==> src/dowc_pkg.sv <==
// types and constants shared by the dop window outdoor classifier
// no dependencies
package dowc_pkg;

  localparam int unsigned DopW    = 11;
  localparam int unsigned MinW    = 3;
  localparam int unsigned SlotsW  = 3;
  localparam int unsigned CfgIdxW = 2;

  localparam logic [DopW-1:0]   DopReset         = 11'd1598;
  localparam logic [DopW-1:0]   ValidLimitReset  = 11'd800;
  localparam logic [DopW-1:0]   HdopLimitReset   = 11'd40;
  localparam logic [DopW-1:0]   PdopLimitReset   = 11'd80;
  localparam logic [MinW-1:0]   MinValidReset    = 3'd3;
  localparam logic [SlotsW-1:0] ValidSlotsMax    = 3'd7;

  typedef enum logic [CfgIdxW-1:0] {
    CFG_VALID_LIMIT = 2'd0,
    CFG_HDOP_LIMIT  = 2'd1,
    CFG_PDOP_LIMIT  = 2'd2,
    CFG_MIN_VALID   = 2'd3
  } cfg_index_t;

  typedef struct packed {
    logic [DopW-1:0] hdop_sample;
    logic [DopW-1:0] pdop_sample;
  } in_item_t;

  typedef struct packed {
    logic              outdoor;
    logic [SlotsW-1:0] valid_slots;
  } out_item_t;

  typedef struct packed {
    logic accept;
    logic scan;
    logic load_out;
  } ctrl_cmd_t;

  typedef struct packed {
    logic scan_last;
  } dp_status_t;

endpackage

==> src/dop_window_outdoor_classifier.sv <==
// Outdoor classifier over a window of GNSS DOP samples. Each transfer on the
// input writes one HDOP/PDOP pair (units of 1/16) into a ring of the last
// WINDOW pairs, then the block walks the ring one slot per cycle, summing the
// slots whose values are both below valid_limit, and reports outdoor when
// enough slots are valid and both averages are under their limits. An
// item goes through the input transfer, the scan of the WINDOW slots and
// the load of the result register, which waits while an older result is
// held by out_stall. The next item is taken while a result still waits on
// the output. The rings come out of reset at 99.875 in every slot; config
// writes take effect at once and belong while the block is idle.
// depends on dowc_pkg, dowc_ctrl, dowc_dpath
module dop_window_outdoor_classifier #(
  parameter int unsigned WINDOW = 5
) (
  input  logic                  clk,
  input  logic                  rst,
  input  logic                  in_valid,
  output logic                  in_stall,
  input  dowc_pkg::in_item_t    in_data,
  output logic                  out_valid,
  input  logic                  out_stall,
  output dowc_pkg::out_item_t   out_data,
  input  logic                  cfg_we,
  input  dowc_pkg::cfg_index_t  cfg_index,
  input  logic [10:0]           cfg_data
);
  import dowc_pkg::*;

  ctrl_cmd_t  cmd;
  dp_status_t status;

  dowc_ctrl u_ctrl (
    .clk       (clk),
    .rst       (rst),
    .in_valid  (in_valid),
    .in_stall  (in_stall),
    .out_valid (out_valid),
    .out_stall (out_stall),
    .cmd       (cmd),
    .status    (status)
  );

  dowc_dpath #(
    .WINDOW (WINDOW)
  ) u_dpath (
    .clk       (clk),
    .rst       (rst),
    .cfg_we    (cfg_we),
    .cfg_index (cfg_index),
    .cfg_data  (cfg_data),
    .in_data   (in_data),
    .out_data  (out_data),
    .cmd       (cmd),
    .status    (status)
  );

  // busy right after an input transfer
  a_busy_after_transfer: assert property (@(posedge clk) disable iff (rst)
    (in_valid && !in_stall) |=> in_stall)
    else $error("input taken while scan not started");

  // a fresh result only follows a scan
  a_result_after_scan: assert property (@(posedge clk) disable iff (rst)
    $rose(out_valid) |-> $past(in_stall))
    else $error("result loaded without a scan");

  // outdoor needs at least one valid slot
  a_outdoor_needs_slots: assert property (@(posedge clk) disable iff (rst)
    (out_valid && out_data.outdoor) |-> (out_data.valid_slots != '0))
    else $error("outdoor reported with no valid slot");

endmodule

==> src/dowc_ctrl.sv <==
// controller state machine: input transfer, slot scan, result hand-off
// depends on dowc_pkg
module dowc_ctrl (
  input  logic                   clk,
  input  logic                   rst,
  input  logic                   in_valid,
  output logic                   in_stall,
  output logic                   out_valid,
  input  logic                   out_stall,
  output dowc_pkg::ctrl_cmd_t    cmd,
  input  dowc_pkg::dp_status_t   status
);
  import dowc_pkg::*;

  typedef enum logic [2:0] {
    ST_IDLE = 3'b001,
    ST_SCAN = 3'b010,
    ST_DONE = 3'b100
  } state_t;

  state_t state;
  state_t state_next;
  logic   out_valid_next;

  always_comb begin
    cmd            = '0;
    state_next     = state;
    out_valid_next = out_valid && out_stall;
    unique case (state)
      ST_IDLE: begin
        if (in_valid) begin
          cmd.accept = 1'b1;
          state_next = ST_SCAN;
        end
      end
      ST_SCAN: begin
        cmd.scan = 1'b1;
        if (status.scan_last) begin
          state_next = ST_DONE;
        end
      end
      ST_DONE: begin
        if (!out_valid || !out_stall) begin
          cmd.load_out   = 1'b1;
          out_valid_next = 1'b1;
          state_next     = ST_IDLE;
        end
      end
      default: begin
        state_next = ST_IDLE;
      end
    endcase
  end

  assign in_stall = (state != ST_IDLE);

  always_ff @(posedge clk) begin
    if (rst) begin
      state     <= ST_IDLE;
      out_valid <= 1'b0;
    end else begin
      state     <= state_next;
      out_valid <= out_valid_next;
    end
  end

endmodule

==> src/dowc_dpath.sv <==
// datapath: config registers, sample rings, scan accumulators, decision
// depends on dowc_pkg
module dowc_dpath #(
  parameter int unsigned WINDOW = 5
) (
  input  logic                   clk,
  input  logic                   rst,
  input  logic                   cfg_we,
  input  dowc_pkg::cfg_index_t   cfg_index,
  input  logic [10:0]            cfg_data,
  input  dowc_pkg::in_item_t     in_data,
  output dowc_pkg::out_item_t    out_data,
  input  dowc_pkg::ctrl_cmd_t    cmd,
  output dowc_pkg::dp_status_t   status
);
  import dowc_pkg::*;

  localparam int unsigned IdxW = (WINDOW > 1) ? $clog2(WINDOW) : 1;
  localparam int unsigned CntW = $clog2(WINDOW + 1);
  localparam int unsigned SumW = DopW + CntW;
  localparam int unsigned CmpW = CntW + MinW;
  localparam logic [IdxW-1:0] LastIdx = IdxW'(WINDOW - 1);

  logic [DopW-1:0] valid_limit;
  logic [DopW-1:0] hdop_limit;
  logic [DopW-1:0] pdop_limit;
  logic [MinW-1:0] min_valid;

  logic [DopW-1:0] hdop_ring [WINDOW];
  logic [DopW-1:0] pdop_ring [WINDOW];
  logic [IdxW-1:0] write_slot;
  logic [IdxW-1:0] idx;
  logic [CntW-1:0] cnt;
  logic [SumW-1:0] hsum;
  logic [SumW-1:0] psum;

  logic            slot_ok;
  logic [SumW-1:0] hprod;
  logic [SumW-1:0] pprod;
  logic [CmpW-1:0] cnt_x;
  logic            outdoor_next;

  // config writes
  always_ff @(posedge clk) begin
    if (rst) begin
      valid_limit <= ValidLimitReset;
      hdop_limit  <= HdopLimitReset;
      pdop_limit  <= PdopLimitReset;
      min_valid   <= MinValidReset;
    end else if (cfg_we) begin
      unique case (cfg_index)
        CFG_VALID_LIMIT: valid_limit <= cfg_data;
        CFG_HDOP_LIMIT:  hdop_limit  <= cfg_data;
        CFG_PDOP_LIMIT:  pdop_limit  <= cfg_data;
        CFG_MIN_VALID:   min_valid   <= cfg_data[MinW-1:0];
        default: ;
      endcase
    end
  end

  // sample rings
  always_ff @(posedge clk) begin
    if (rst) begin
      for (int i = 0; i < WINDOW; i++) begin
        hdop_ring[i] <= DopReset;
        pdop_ring[i] <= DopReset;
      end
      write_slot <= '0;
    end else if (cmd.accept) begin
      hdop_ring[write_slot] <= in_data.hdop_sample;
      pdop_ring[write_slot] <= in_data.pdop_sample;
      write_slot <= (write_slot == LastIdx) ? '0 : write_slot + 1'b1;
    end
  end

  // one slot per cycle
  assign slot_ok = (hdop_ring[idx] < valid_limit) && (pdop_ring[idx] < valid_limit);
  assign status.scan_last = (idx == LastIdx);

  always_ff @(posedge clk) begin
    if (cmd.accept) begin
      idx  <= '0;
      cnt  <= '0;
      hsum <= '0;
      psum <= '0;
    end else if (cmd.scan) begin
      if (!status.scan_last) begin
        idx <= idx + 1'b1;
      end
      if (slot_ok) begin
        cnt  <= cnt + 1'b1;
        hsum <= hsum + SumW'(hdop_ring[idx]);
        psum <= psum + SumW'(pdop_ring[idx]);
      end
    end
  end

  // average test as sum < limit * count
  assign hprod = SumW'(hdop_limit) * SumW'(cnt);
  assign pprod = SumW'(pdop_limit) * SumW'(cnt);
  assign cnt_x = CmpW'(cnt);
  assign outdoor_next = (cnt != '0) && (cnt_x >= CmpW'(min_valid)) &&
                        (hsum < hprod) && (psum < pprod);

  always_ff @(posedge clk) begin
    if (cmd.load_out) begin
      out_data.outdoor     <= outdoor_next;
      out_data.valid_slots <= (cnt_x > CmpW'(ValidSlotsMax)) ? ValidSlotsMax
                                                             : cnt_x[SlotsW-1:0];
    end
  end

endmodule
==> config.mk <==
export PLATFORM = sky130hd
export DESIGN_NAME = dop_window_outdoor_classifier
export DESIGN_NICKNAME = d
export VERILOG_FILES = /design/src/dowc_pkg.sv /design/src/dop_window_outdoor_classifier.sv /design/src/dowc_ctrl.sv /design/src/dowc_dpath.sv
export SDC_FILE = /design/constraint.sdc
export NUM_CORES = 1
export LEC_CHECK = 0
export BUFFER_PORTS_ARGS = -buffer_cell sky130_fd_sc_hd__buf_2
export CAP_MARGIN = 10
export CELL_PAD_IN_SITES_DETAIL_PLACEMENT = 1
export CELL_PAD_IN_SITES_GLOBAL_PLACEMENT = 1
export CORE_MARGIN = 2
export CORE_UTILIZATION = 46
export DETAILED_ROUTE_END_ITERATION = 16
export PLACE_DENSITY = 0.73
export SLEW_MARGIN = 15
export SYNTH_ARGS = -nofsm -noshare
export SYNTH_HDL_FRONTEND = slang
export SYNTH_SLANG_ARGS = --single-unit
export TNS_END_PERCENT = 20
==> constraint.sdc <==
create_clock -name clk -period 4.7 [get_ports clk]
set_input_delay 0.94 -clock clk [delete_from_list [all_inputs] [get_ports clk]]
set_output_delay 0.94 -clock clk [all_outputs]
set_load 0.005 [all_outputs]
==> impl_results.html <==
<table>
<tr><th>Metric</th><th>Value</th></tr>
<tr><th colspan="2">Floorplanning</th></tr>
<tr><td>Effective utilization at floorplan</td><td>a little under half</td></tr>
<tr><td>Die Width</td><td>~180 um</td></tr>
<tr><td>Area of the core</td><td>roughly 0.03 mm^2</td></tr>
<tr><td>Number of rows created at floorplan</td><td>64</td></tr>
<tr><td>Top-Level Pins</td><td>46</td></tr>
<tr><td>Die extent in y</td><td>approximately 180 um</td></tr>
<tr><td>Die Area</td><td>0.0327 mm^2</td></tr>
<tr><th colspan="2">STA</th></tr>
<tr><td>Peak Freq</td><td>224 MHz</td></tr>
<tr><td>Number of hold violations in the final report</td><td>0</td></tr>
<tr><td>Post-layout min period</td><td>4.47 ns</td></tr>
<tr><td>Worst hold slack across all endpoints</td><td>0.461 ns</td></tr>
<tr><td>Transition time of the tightest slew-check pin</td><td>0.896 ns</td></tr>
<tr><td>Clock Skews</td><td>around 0.014 ns</td></tr>
<tr><td>Post-route fraction of the period consumed by the critical path</td><td>95.2%</td></tr>
<tr><td>Final setup vio count</td><td>0</td></tr>
<tr><td>Headroom to the max-slew limit</td><td>about two fifths</td></tr>
<tr><td>Max-slew violation count</td><td>0</td></tr>
<tr><th colspan="2">Cells and area</th></tr>
<tr><td>Layout Nets</td><td>roughly 1500</td></tr>
<tr><td>Filler cells</td><td>3222</td></tr>
<tr><td>Core Util, Final</td><td>a little over half</td></tr>
<tr><td>Proportion of layout cells with a drive suffix above 1</td><td>between 10% and 20%</td></tr>
<tr><td>Growth of design area from synthesis to finish</td><td>13.2%</td></tr>
<tr><th colspan="2">Power and ir drop</th></tr>
<tr><td>Post-layout total power</td><td>5230 uW</td></tr>
<tr><td>Areal power density over the cells</td><td>between 300 and 400 mW/mm^2</td></tr>
<tr><td>Cell leakage power</td><td>0.00599 uW</td></tr>
<tr><td>Peak supply drop</td><td>approximately 0.00030 V</td></tr>
<tr><th colspan="2">Clock tree</th></tr>
<tr><td>Cell chosen for the clock root</td><td>sky130_fd_sc_hd__clkbuf_16</td></tr>
<tr><td>H-tree levels</td><td>1</td></tr>
<tr><td>CTS Buffer Depth</td><td>3</td></tr>
<tr><td>CTS tree</td><td>yes</td></tr>
<tr><td>Clk sinks</td><td>between 200 and 300</td></tr>
<tr><td>Register clock-pin slew on the reported worst setup and hold paths</td><td>about 0.07 ns</td></tr>
<tr><td>Number of buffers created by CTS</td><td>29</td></tr>
<tr><td>Source-to-sink clock delay at the later pin of the worst-skew pair</td><td>0.57 ns</td></tr>
<tr><td>Number of hold buffers added after CTS</td><td>0</td></tr>
<tr><th colspan="2">Logic synthesis</th></tr>
<tr><td>Most frequent cell after synthesis</td><td>sky130_fd_sc_hd__edfxtp_1</td></tr>
<tr><td>Synth Cell Area</td><td>~0.014 mm^2</td></tr>
<tr><td>Mean post-synth cell area</td><td>between 10 and 15 um^2</td></tr>
<tr><td>Commonest cells post-synth</td><td>sky130_fd_sc_hd__edfxtp_1 (180), sky130_fd_sc_hd__nand2_1 (154), sky130_fd_sc_hd__ha_1 (104), sky130_fd_sc_hd__dfxtp_1 (80), sky130_fd_sc_hd__inv_1 (77)</td></tr>
<tr><td>Most used flip-flop cell after synthesis</td><td>sky130_fd_sc_hd__edfxtp_1</td></tr>
<tr><td>Biggest area consumer among synthesized cells</td><td>sky130_fd_sc_hd__edfxtp_1</td></tr>
<tr><td>Distinct cells, synth</td><td>67</td></tr>
<tr><td>Synthesized net count</td><td>1425</td></tr>
<tr><td>Count of yosys warnings during synthesis</td><td>0</td></tr>
<tr><td>Flip-flop and latch count after synthesis</td><td>260</td></tr>
<tr><td>Share of Yosys cell area claimed by the top area cell type</td><td>between 30% and 40%</td></tr>
<tr><td>Async set or reset register ratio after synthesis</td><td>0%</td></tr>
<tr><td>Largest cells by area after synthesis</td><td>sky130_fd_sc_hd__edfxtp_1 (38%), sky130_fd_sc_hd__dfxtp_1 (11%), sky130_fd_sc_hd__ha_1 (9.1%)</td></tr>
<tr><td>Post-synth EDFFs</td><td>180</td></tr>
<tr><td>Post-Synthesis Cells</td><td>approximately 1300</td></tr>
<tr><td>Sequential fraction of the synthesis area</td><td>approximately half</td></tr>
<tr><th colspan="2">Global route</th></tr>
<tr><td>Initial antenna violation count</td><td>2</td></tr>
<tr><td>Maximum number of pins on one net before global-route repair</td><td>47</td></tr>
<tr><td>Global router's overall resource usage</td><td>22.6%</td></tr>
<tr><td>Number of global-route vias before repair</td><td>~10000</td></tr>
<tr><td>Overflow left after global routing</td><td>0</td></tr>
<tr><td>Global-route wire length before repair</td><td>between 50 and 60 mm</td></tr>
<tr><th colspan="2">Route</th></tr>
<tr><td>Violation count after the first detailed-route iteration</td><td>536</td></tr>
<tr><td>Routed length per instance</td><td>roughly 21 um</td></tr>
<tr><td>Number of vias per cell after detailed routing</td><td>~5.5</td></tr>
<tr><td>Post-detailed-route DRC marker count</td><td>0</td></tr>
<tr><td>Wire length after detailed routing</td><td>about 37 mm</td></tr>
<tr><td>Initial DRT Pass Iterations</td><td>4</td></tr>
<tr><td>Remaining antenna violation count</td><td>0</td></tr>
<tr><td>Total via count after detailed routing</td><td>slightly below 10000</td></tr>
<tr><th colspan="2">Worst setup path</th></tr>
<tr><td>Critical path data arrival time</td><td>just under 5 ns</td></tr>
<tr><td>Critical path type</td><td>reg2reg</td></tr>
<tr><td>Crit. End Element</td><td>flop</td></tr>
<tr><td>Worst-case reg-to-reg path depth</td><td>21</td></tr>
<tr><td>Maximum net fanout on the critical path</td><td>6</td></tr>
<tr><td>Reg-to-reg slack, setup</td><td>roughly 0.23 ns</td></tr>
<tr><td>Critical Path RT</td><td>approximately 5.1 ns</td></tr>
<tr><td>Worst Setup Start Kind</td><td>flop</td></tr>
<tr><th colspan="2">Placed design</th></tr>
<tr><td>Half-perimeter wire length after detailed placement</td><td>between 20 and 30 mm</td></tr>
<tr><td>Final weighted congestion in routability-driven placement</td><td>between 0.7 and 0.8</td></tr>
<tr><td>Buffers added on ports</td><td>45</td></tr>
<tr><th colspan="2">Job</th></tr>
<tr><td>MaxCap Viol Count</td><td>0</td></tr>
<tr><th colspan="2">Worst hold path</th></tr>
<tr><td>Worst Hold Depth</td><td>2</td></tr>
<tr><td>Class of the most critical hold timing path</td><td>reg2reg</td></tr>
<tr><th colspan="2">Status</th></tr>
<tr><td>Run status</td><td>complete, no violations</td></tr>
</table>
==> metrics by stage <==
| stage | std cells | area, um^2 | setup slack [ns] | setup TNS [ns] |
|---|---|---|---|---|
| after CTS | 1734 | 16200 | 0.0401 | 0 |
| after global placement | 1680 | 15200 | 0.187 | 0 |
| after detailed placement | 1680 | 15200 | 0.0970 | 0 |
| after global routing | 1738 | 16300 | -0.0687 | -0.0687 |
| final | 1739 | 16300 | 0.227 | 0 |
| after floorplan | 1259 | 14400 | 0.198 | 0 |
==> cells in the final DEF, fill, tap and decap left out, types with 13 or more instances in the layout <==
cell                        netlist  layout
sky130_fd_sc_hd__a21o_1          22      22
sky130_fd_sc_hd__a21oi_1         64      62
sky130_fd_sc_hd__and2_1          51      51
sky130_fd_sc_hd__buf_2            3      45
sky130_fd_sc_hd__buf_4            2      34
sky130_fd_sc_hd__clkbuf_16        0      29
sky130_fd_sc_hd__dfxtp_1         80      73
sky130_fd_sc_hd__edfxtp_1       180     180
sky130_fd_sc_hd__fa_1            22      22
sky130_fd_sc_hd__ha_1           104     103
sky130_fd_sc_hd__inv_1           77      77
sky130_fd_sc_hd__mux2_2          18      18
sky130_fd_sc_hd__mux2i_1         34      34
sky130_fd_sc_hd__mux4_2          43      43
sky130_fd_sc_hd__nand2_1        154     154
sky130_fd_sc_hd__nand2b_1        67      67
sky130_fd_sc_hd__nand3_1         13      13
sky130_fd_sc_hd__nor2_1          72      69
sky130_fd_sc_hd__o21ai_1         14      15
sky130_fd_sc_hd__or2_1           20      20
sky130_fd_sc_hd__xnor2_1         19      19
==> per-layer routing <==
layer	track usage, %	vias up	share of wire, %
li1	-	4579	-
met1	28.5	4849	44
met2	39.7	153	50
met3	3.35	67	3.6
met4	7.39	2	2.9
met5	0	-	0.038
==> where the power goes <==
group | switching (uW) | internal, uW | total (uW) | leakage, uW
clock network | 942 | 1380 | 2330 | 0.000463
logic | 234 | 157 | 391 | 0.00334
registers | 31.3 | 2490 | 2520 | 0.00219
total | 1210 | 4030 | 5230 | 0.00599
==> cell families after synthesis <==
family	share of synthesized area [%]
buffers and inverters	3.71
adders and majority gates	12.1
xor gates and xnor gates	1.83
DFF	48.8
muxes	10.5
and+or+nand+nor	15.3
AOI/OAI and AO/OA	7.75
==> state kept, by name (all words and copies together) (netlist names), 3 cells and up, named ones only <==
name / cells
u_dpath.pdop_limit: 11
u_ctrl.state: 3
u_dpath.pdop_ring: 88
u_dpath.cnt: 3
u_dpath.idx: 3
u_dpath.psum: 14
u_dpath.hdop_ring: 88
u_dpath.out_data: 4
u_dpath.hdop_limit: 11
u_dpath.min_valid: 3
u_dpath.hsum: 14
u_dpath.valid_limit: 11
u_dpath.write_slot: 3
==> worst max-delay path: stages, from the launching register on <==
cell,delay (ns)
sky130_fd_sc_hd__dfxtp_4,0.37
sky130_fd_sc_hd__nand2_1,0.09
sky130_fd_sc_hd__fa_1,0.59
sky130_fd_sc_hd__inv_1,0.07
sky130_fd_sc_hd__ha_1,0.30
sky130_fd_sc_hd__a21o_1,0.17
sky130_fd_sc_hd__a21oi_2,0.14
sky130_fd_sc_hd__nand2b_1,0.12
sky130_fd_sc_hd__a21boi_1,0.08
sky130_fd_sc_hd__o41ai_2,0.31
sky130_fd_sc_hd__buf_4,0.16
sky130_fd_sc_hd__o211ai_1,0.11
sky130_fd_sc_hd__o31ai_1,0.26
sky130_fd_sc_hd__ha_1,0.28
sky130_fd_sc_hd__nand4_1,0.13
sky130_fd_sc_hd__nor2_2,0.08
sky130_fd_sc_hd__a2111oi_2,0.30
sky130_fd_sc_hd__buf_4,0.16
sky130_fd_sc_hd__o2111ai_1,0.10
sky130_fd_sc_hd__a211oi_1,0.23
sky130_fd_sc_hd__o21ai_1,0.10
sky130_fd_sc_hd__a31oi_1,0.16
==> final cells by class <==
cell class / count / area (um^2) / share of cell area (%)
antenna: 1 / 2.50 / 0.0154
clock buffer: 42 / 785 / 4.83
multi-input combinational: 863 / 6890 / 42.4
inverter: 81 / 304 / 1.87
sequential: 260 / 7020 / 43.2
timing repair buffer: 84 / 576 / 3.54
tap: 396 / 495 / 3.05
clock inverter: 12 / 183 / 1.12
==> path summary, 6_finish.rpt <==
path	startpoint	end
max reg2reg	u_dpath.cnt[0]	u_dpath.out_data[3]
max	u_dpath.cnt[0]	u_dpath.out_data[3]
min	u_dpath.valid_limit[6]	u_dpath.valid_limit[6]
min reg2reg	u_dpath.valid_limit[6]	u_dpath.valid_limit[6]
==> what timing repair did <==
action                                  CTS  global route
endpoints found under the setup margin    0             1
resized for setup                         0            17
endpoints found under the hold margin     0             0
setup buffers                             0             4
Power figures use the tool's default switching activity.
